===== config.mk =====
export PLATFORM = sky130hd
export DESIGN_NAME = kctt_cell
export DESIGN_NICKNAME = d
export VERILOG_FILES = /design/src/sv/kctt_pkg.sv /design/src/sv/kctt_cell.sv
export SDC_FILE = /design/constraint.sdc
export NUM_CORES = 1
export LEC_CHECK = 0
export BUFFER_PORTS_ARGS = -buffer_cell sky130_fd_sc_hd__buf_4
export CAP_MARGIN = 20
export CORE_MARGIN = 2
export CORE_UTILIZATION = 50
export DETAILED_ROUTE_END_ITERATION = 8
export GPL_TIMING_DRIVEN = 0
export PLACE_DENSITY_LB_ADDON = 0.05
export REMOVE_ABC_BUFFERS = 1
export SETUP_SLACK_MARGIN = 0.05
export SLEW_MARGIN = 25
export SYNTH_ARGS = -nofsm -noshare
export SYNTH_HDL_FRONTEND = slang
export SYNTH_SLANG_ARGS = --single-unit

===== constraint.sdc =====
create_clock -name clk_i -period 3.95 [get_ports clk_i]
set_clock_uncertainty 0.15 [all_clocks]
set_input_delay 0.79 -clock clk_i [delete_from_list [all_inputs] [get_ports clk_i]]
set_output_delay 0.79 -clock clk_i [all_outputs]
set_load 0.01 [all_outputs]

===== src/sv/kctt_pkg.sv =====
// Shared types and constants for the keyed chunk tally table.
// Used by the cell, the top level and the checker; depends on nothing.
`default_nettype none

package kctt_pkg;

  localparam int unsigned KCTT_DEPTH_DEFAULT = 256;

  localparam int unsigned KEY_W   = 32;
  localparam int unsigned LEN_W   = 31;
  localparam int unsigned IDX_W   = 8;
  localparam int unsigned CNT_W   = 32;
  localparam int unsigned USED_W  = 9;

  typedef struct packed {
    logic [KEY_W-1:0] chunk_key;
    logic [LEN_W-1:0] chunk_length;
  } chunk_req_t;

  typedef struct packed {
    logic [IDX_W-1:0]  entry_index;
    logic [CNT_W-1:0]  key_count;
    logic [CNT_W-1:0]  key_total_length;
    logic [USED_W-1:0] entries_in_use;
    logic              table_full;
  } chunk_res_t;

  // Lookup token handed from cell to cell, one cell per cycle.
  typedef struct packed {
    logic             valid;
    logic             found;
    logic             is_new;
    logic [KEY_W-1:0] key;
    logic [LEN_W-1:0] len;
    logic [IDX_W-1:0] idx;
    logic [CNT_W-1:0] count;
    logic [CNT_W-1:0] total;
  } kctt_tok_t;

endpackage

`default_nettype wire


===== src/sv/kctt_cell.sv =====
// One table entry of the keyed chunk tally chain: key, count and length total.
// Compares the passing token, updates or appends, and forwards it. Uses kctt_pkg.
`default_nettype none

module kctt_cell import kctt_pkg::*; #(
  parameter int unsigned CELL_IDX = 0,
  parameter int unsigned USE_W    = 9
) (
  input  logic             clk_i,
  input  logic             rst_ni,
  input  logic [USE_W-1:0] used_i,
  input  kctt_tok_t        tok_i,
  output kctt_tok_t        tok_o
);

  localparam logic [USE_W-1:0] MyIdx   = USE_W'(CELL_IDX);
  localparam logic [IDX_W-1:0] MyIdxRp = IDX_W'(CELL_IDX % 256);

  logic [KEY_W-1:0] key_q;
  logic [CNT_W-1:0] count_q, count_d;
  logic [CNT_W-1:0] total_q, total_d;
  logic             wr_en;

  logic             in_use;
  logic             hit;
  logic             append;
  logic [CNT_W:0]   count_sum;
  logic [CNT_W:0]   total_sum;
  logic [CNT_W-1:0] count_inc;
  logic [CNT_W-1:0] total_inc;
  kctt_tok_t        tok_d, tok_q;

  assign in_use = (MyIdx < used_i);
  assign hit    = tok_i.valid && !tok_i.found && in_use && (key_q == tok_i.key);
  assign append = tok_i.valid && !tok_i.found && (MyIdx == used_i);

  assign count_sum = {1'b0, count_q} + (CNT_W+1)'(1);
  assign total_sum = {1'b0, total_q} + {2'b00, tok_i.len};
  // Both sums saturate at all ones on carry out.
  assign count_inc = count_sum[CNT_W] ? '1 : count_sum[CNT_W-1:0];
  assign total_inc = total_sum[CNT_W] ? '1 : total_sum[CNT_W-1:0];

  always_comb begin
    count_d = count_q;
    total_d = total_q;
    wr_en   = 1'b0;
    tok_d   = tok_i;
    if (hit) begin
      count_d      = count_inc;
      total_d      = total_inc;
      wr_en        = 1'b1;
      tok_d.found  = 1'b1;
      tok_d.idx    = MyIdxRp;
      tok_d.count  = count_inc;
      tok_d.total  = total_inc;
    end else if (append) begin
      count_d      = CNT_W'(1);
      total_d      = {1'b0, tok_i.len};
      wr_en        = 1'b1;
      tok_d.found  = 1'b1;
      tok_d.is_new = 1'b1;
      tok_d.idx    = MyIdxRp;
      tok_d.count  = CNT_W'(1);
      tok_d.total  = {1'b0, tok_i.len};
    end
  end

  always_ff @(posedge clk_i) begin
    if (wr_en) begin
      count_q <= count_d;
      total_q <= total_d;
    end
    if (append) begin
      key_q <= tok_i.key;
    end
  end

  always_ff @(posedge clk_i or negedge rst_ni) begin
    if (!rst_ni) begin
      tok_q <= '0;
    end else begin
      tok_q <= tok_d;
    end
  end

  assign tok_o = tok_q;

endmodule

`default_nettype wire


Word level (Yosys, flattened, before mapping)
Index checks and enable logic that the tools add are counted.
{"block": "word_totals", "regBits": 234, "output_inout_bits": 138}
{"block": "classes", "n_addsub": 2, "order_cmp": 1, "n_eq_ne": 1, "n_mux": 13, "reduce_logical": 8}
{"cell": "$mux W32", "n": 6}
{"cell": "$mux W72", "n": 2}
{"cell": "$add A32 B1 Y33 const B", "n": 1}
{"cell": "$add A32 B31 Y33", "n": 1}
{"cell": "$eq A32 B32 Y1", "n": 1}
{"cell": "$logic_not A9 Y1", "n": 1}
{"cell": "$lt A1 B9 Y1 const A", "n": 1}
{"cell": "$logic_and A1 B1 Y1", "n": 4}
{"cell": "$mux W1", "n": 4}
{"cell": "$mux W2", "n": 1}
{"cell": "$reduce_and A2 Y1", "n": 1}
{"cell": "$reduce_bool A2 Y1", "n": 1}
{"cell": "$logic_not A1 Y1", "n": 1}

Depth between registers and ports, before layout
{"block": "logic_depth", "ltp_word": 6, "depth_mapped": 11, "ltp_nobuf": 10}

Worst setup path after synthesis
Ideal clock, no wire load.
{"block": "synth_timing", "path_kind": "input port to flip-flop", "startpoint": "input port tok_i[130] (netlist bit)", "endpoint": "register count_q[0], enable pin", "setup_ps": 419, "t_arrival_ps": 3236, "required_ps": 3381, "setup_slack_ps": 145, "stages": 6, "path_buffers": 0, "path_cell_list": "xor2_1 > nor4_1 > nand4_1 > nor4_4 > nor2_1 > inv_1"}
{"block": "synth_between", "elab_chain_len": 4, "elab_cells_between_ends": 5, "classes_between": "eq/ne (1); mux (1); reduce/logical (3)"}
{"item": "start, declared", "line": "kctt_cell.sv:12", "rtl": "input kctt_tok_t tok_i,"}
{"item": "$eq A32 B32 Y1 (*)", "line": "kctt_cell.sv:34", "rtl": "assign hit = tok_i.valid && !tok_i.found && in_use && (key_q == tok_i.key);"}
{"item": "$logic_and A1 B1 Y1 (*)", "line": "kctt_cell.sv:34"}
{"item": "$reduce_bool A2 Y1 (no source line) / $mux W1 (equally long branches)"}
{"item": "$reduce_and A2 Y1 (no source line) (*)"}
{"item": "end signal, assigned", "line": "kctt_cell.sv:70", "rtl": "count_q <= count_d;"}
{"item": "end, declared", "line": "kctt_cell.sv:20", "rtl": "logic [CNT_W-1:0] count_q, count_d;"}
Mark *: on every way between the ends. The rest lies on a longest branch, timed or not.
A chain may end at the register's enable or synchronous reset.

Worst setup path after layout
{"block": "layout_timing", "startpoint": "input port tok_i[109] (netlist bit)", "endpoint": "register count_q[31], enable pin"}
The elaborated chain is that of the path after synthesis.

==> reports/qor.yml <==
global_routing:
  grt_pass1_wl_um: 43100
  grt_max_degree: 74
  grt_pass1_vias: 8149
  grt_usage_pct: 24.3
  overflow: 0
  antenna_found_initial: 0
clock_network:
  htree_levels: 1
  hold_buffers: 0
  cts-root-buf: "clkbuf_16"
  cts_buffer_depth: 3
  cts.sink_count: 234
  clk_pin_slew_ns: 0.06
  cts_setup_buffers: 0
  ctsResizeCount: 0
  cts_made_buffers: 24
  clk_latency_ns: 0.52
  cts_tree: "done"
final_layout:
  nets: 1385
  syn2layout_area_growth_pct: 30.5
  layout-drive-gt1-share_pct: 30.0
  layout.cells.non_filler: 1495
  n_antenna_cell: 0
  num-fill-cells: 1698
drt:
  ant_nets: 0
  first_iter_violations: 413
  vias: 8252
  firstDrtPassIters: 5
  wirelength_um: 27900
  vias_per_cell: 5.52
  drc_errors: 0
  wl_per_cell_um: 18.6
sta:
  max_freq_mhz: 274
  finalCritPeriodShare_pct: 92.2
  hold_viol: 0
  worst_slew_pin_slew_ns: 0.998
  period_minus_slack_ns: 3.64
  rsz0062_at_grt: "false"
  slew_headroom_pct: 33.4
  finalSetupViolations: 0
  slew_viol_final: 0
synthesis:
  synth_edf_count: 96
  ys_seq_elements: 234
  synth_cell_types: 59
  yosysMostFrequentCell: "dfrtp_1"
  synthCells: 916
  synth_top_area_share_pct: 32.2
  synth_common_cells: "dfrtp_1, edfxtp_1, a21oi_1"
  synth-main-ff-cell: "dfrtp_1"
  avgSynthCellArea_sq_um: 11.7
  synth.area.top_cells: "dfrtp_1, edfxtp_1, xor2_1"
  ys_async_sr_fraction_pct: 59.0
  ys_warn_count: 0
  yosysTopAreaCell: "dfrtp_1"
  yosysSeqAreaShare_pct: 59.2
  syn-cell-area_sq_um: 10700
run:
  drv_cap: 0
floorplanning:
  die_area_sq_um: 22600
  io_pins: 287
  fp.dieH_um: 150
  rows: 53
  die_w_um: 150
  coreArea_sq_um: 21000
  start_util_pct: 51.0
power:
  cellPowerDensity_nw_per_um2: 383
  finalPower_mw: 5.36
  power.leakage_nw: 6.26
  vdd_ir_drop_max_mv: 0.301
critical_path:
  cp_max_fo: 52
  crit_required_ns: 3.99
  critPathKind: "in2reg"
  startpoint_type: "input port"
  endpoint_kind: "flip-flop"
  worstPathArrival_ns: 3.69
placed_design:
  dp_hpwl_um: 20200
  dp_cells: 1452
  gp_congestion: 0.877
  port_buffers: 286
status:
  status: "complete, no violations"
min_path:
  hp-class: "in2async"
[per-layer routing]
metal  share of wire (%)  GRT usage [%]  up-vias
li1                    -              -     3919
met1                  44           34.0     3979
met2                  46           38.7      309
met3                 8.1           5.12       45
met4                 2.1           6.32        0
met5                   0              0        -
[area by class of cell]
class | count | area (sq um) | share of cell area [%]
Multi-Input combinational cell | 633 | 4170 | 29.8
Clock inverter | 11 | 81.3 | 0.582
Sequential cell | 234 | 6340 | 45.3
Clock buffer | 32 | 662 | 4.73
Timing Repair Buffer | 297 | 2330 | 16.7
Tap cell | 275 | 344 | 2.46
Inverter | 13 | 53.8 | 0.385
[report_power, final]
group	switching (mW)	internal (mW)	leakage (nW)	total (mW)
Clock	0.922	1.24	0.369	2.16
Combinational	0.285	0.291	3.33	0.577
Sequential	0.0196	2.60	2.56	2.62
[placed cells by master (no fill, tap or decap), types with 4 or more instances in the layout]
master     instances
nor3_1             9
a31oi_1            8
mux2i_1            5
o21bai_1           6
and2_1             5
o211ai_1          14
edfxtp_1          96
nand4_1           12
nor4_1            15
inv_1             11
nand3_1           37
clkbuf_1           6
clkinv_2           8
nor2b_1            4
and3_1            18
a21oi_1           82
nor3_2             4
a21oi_2            8
buf_4            287
nand2b_1           8
ha_1              32
clkbuf_16         25
o21ai_0           26
a22oi_1           16
a21o_1            43
o31ai_1            4
dfrtp_1          138
a41o_1             4
nor2_1            68
xor2_1            54
xnor2_1           30
o22a_1             5
nand2_1           72
[cells by family (layout without fill, tap and decap cells)]
| kind of cell | count (synthesis) | in the layout | synth area share, % |
|---|---|---|---|
| XOR/XNOR | 84 | 84 | 6.87 |
| buffers and inverters | 49 | 353 | 2.11 |
| multiplexers | 7 | 7 | 0.677 |
| AO/OA/AOI/OAI | 240 | 240 | 14.8 |
| flip-flops | 234 | 234 | 59.2 |
| adder cells (fa/ha/maj) | 33 | 33 | 3.92 |
| AND/OR/NAND/NOR | 269 | 269 | 12.4 |
[path summary, 6_finish.rpt]
| check | depth (start not counted) | slack (ns) | endpoint | start |
|---|---|---|---|---|
| max | 12 | 0.31 | count_q[31]$_SDFFCE_PN0P_ | tok_i[109] |
| min in group clk_i | 1 | 0.25 | tok_o[137]$_DFF_PN0_ | tok_i[137] |
| max reg2reg | 11 | 0.34 | count_q[31]$_SDFFCE_PN0P_ | key_q[18]$_DFFE_PP_ |
| min reg2reg | 1 | 0.49 | count_q[30]$_SDFFCE_PN0P_ | count_q[30]$_SDFFCE_PN0P_ |
| max in group asynchronous | 2 | 2.86 | tok_o[122]$_DFF_PN0_ | rst_ni |
| min | 1 | 0.06 | tok_o[89]$_DFF_PN0_ | rst_ni |
[worst max-delay path, cell delays in order]
cell,delay (ns)
buf_4,0.13
xor2_1,0.17
nor4_1,0.31
nand4_1,0.24
nor4_4,0.46
buf_4,0.24
buf_6,0.16
buf_6,0.17
buf_6,0.17
nor2_2,0.20
inv_4,0.27
buf_16,0.29
[sequential cells by signal, indices dropped and copies added (netlist names)]
| register | flops |
|---|---|
| total_q | 32 |
| count_q | 32 |
| tok_o | 138 |
| key_q | 32 |
[through the flow]
| step | setup TNS [ns] | setup WS, ns | area (sq um) | hold slack (ns) | util, % |
|---|---|---|---|---|---|
| 2_1_floorplan | -108.88 | -1.38 | 10500 | 0.344 | - |
| 3_3_place_gp | -638.76 | -5.18 | 13000 | 0.466 | 62.0 |
| 3_5_place_dp | -12.28 | -0.270 | 13200 | 0.482 | 63.0 |
| 4_1_cts | 0 | 0.252 | 14000 | 0.0863 | 66.5 |
| 5_1_grt | 0 | 0.196 | 14000 | 0.104 | 66.5 |
| 6_report | 0 | 0.306 | 14000 | 0.0574 | 66.5 |
Note: power is estimated with default switching activity, not from simulation.
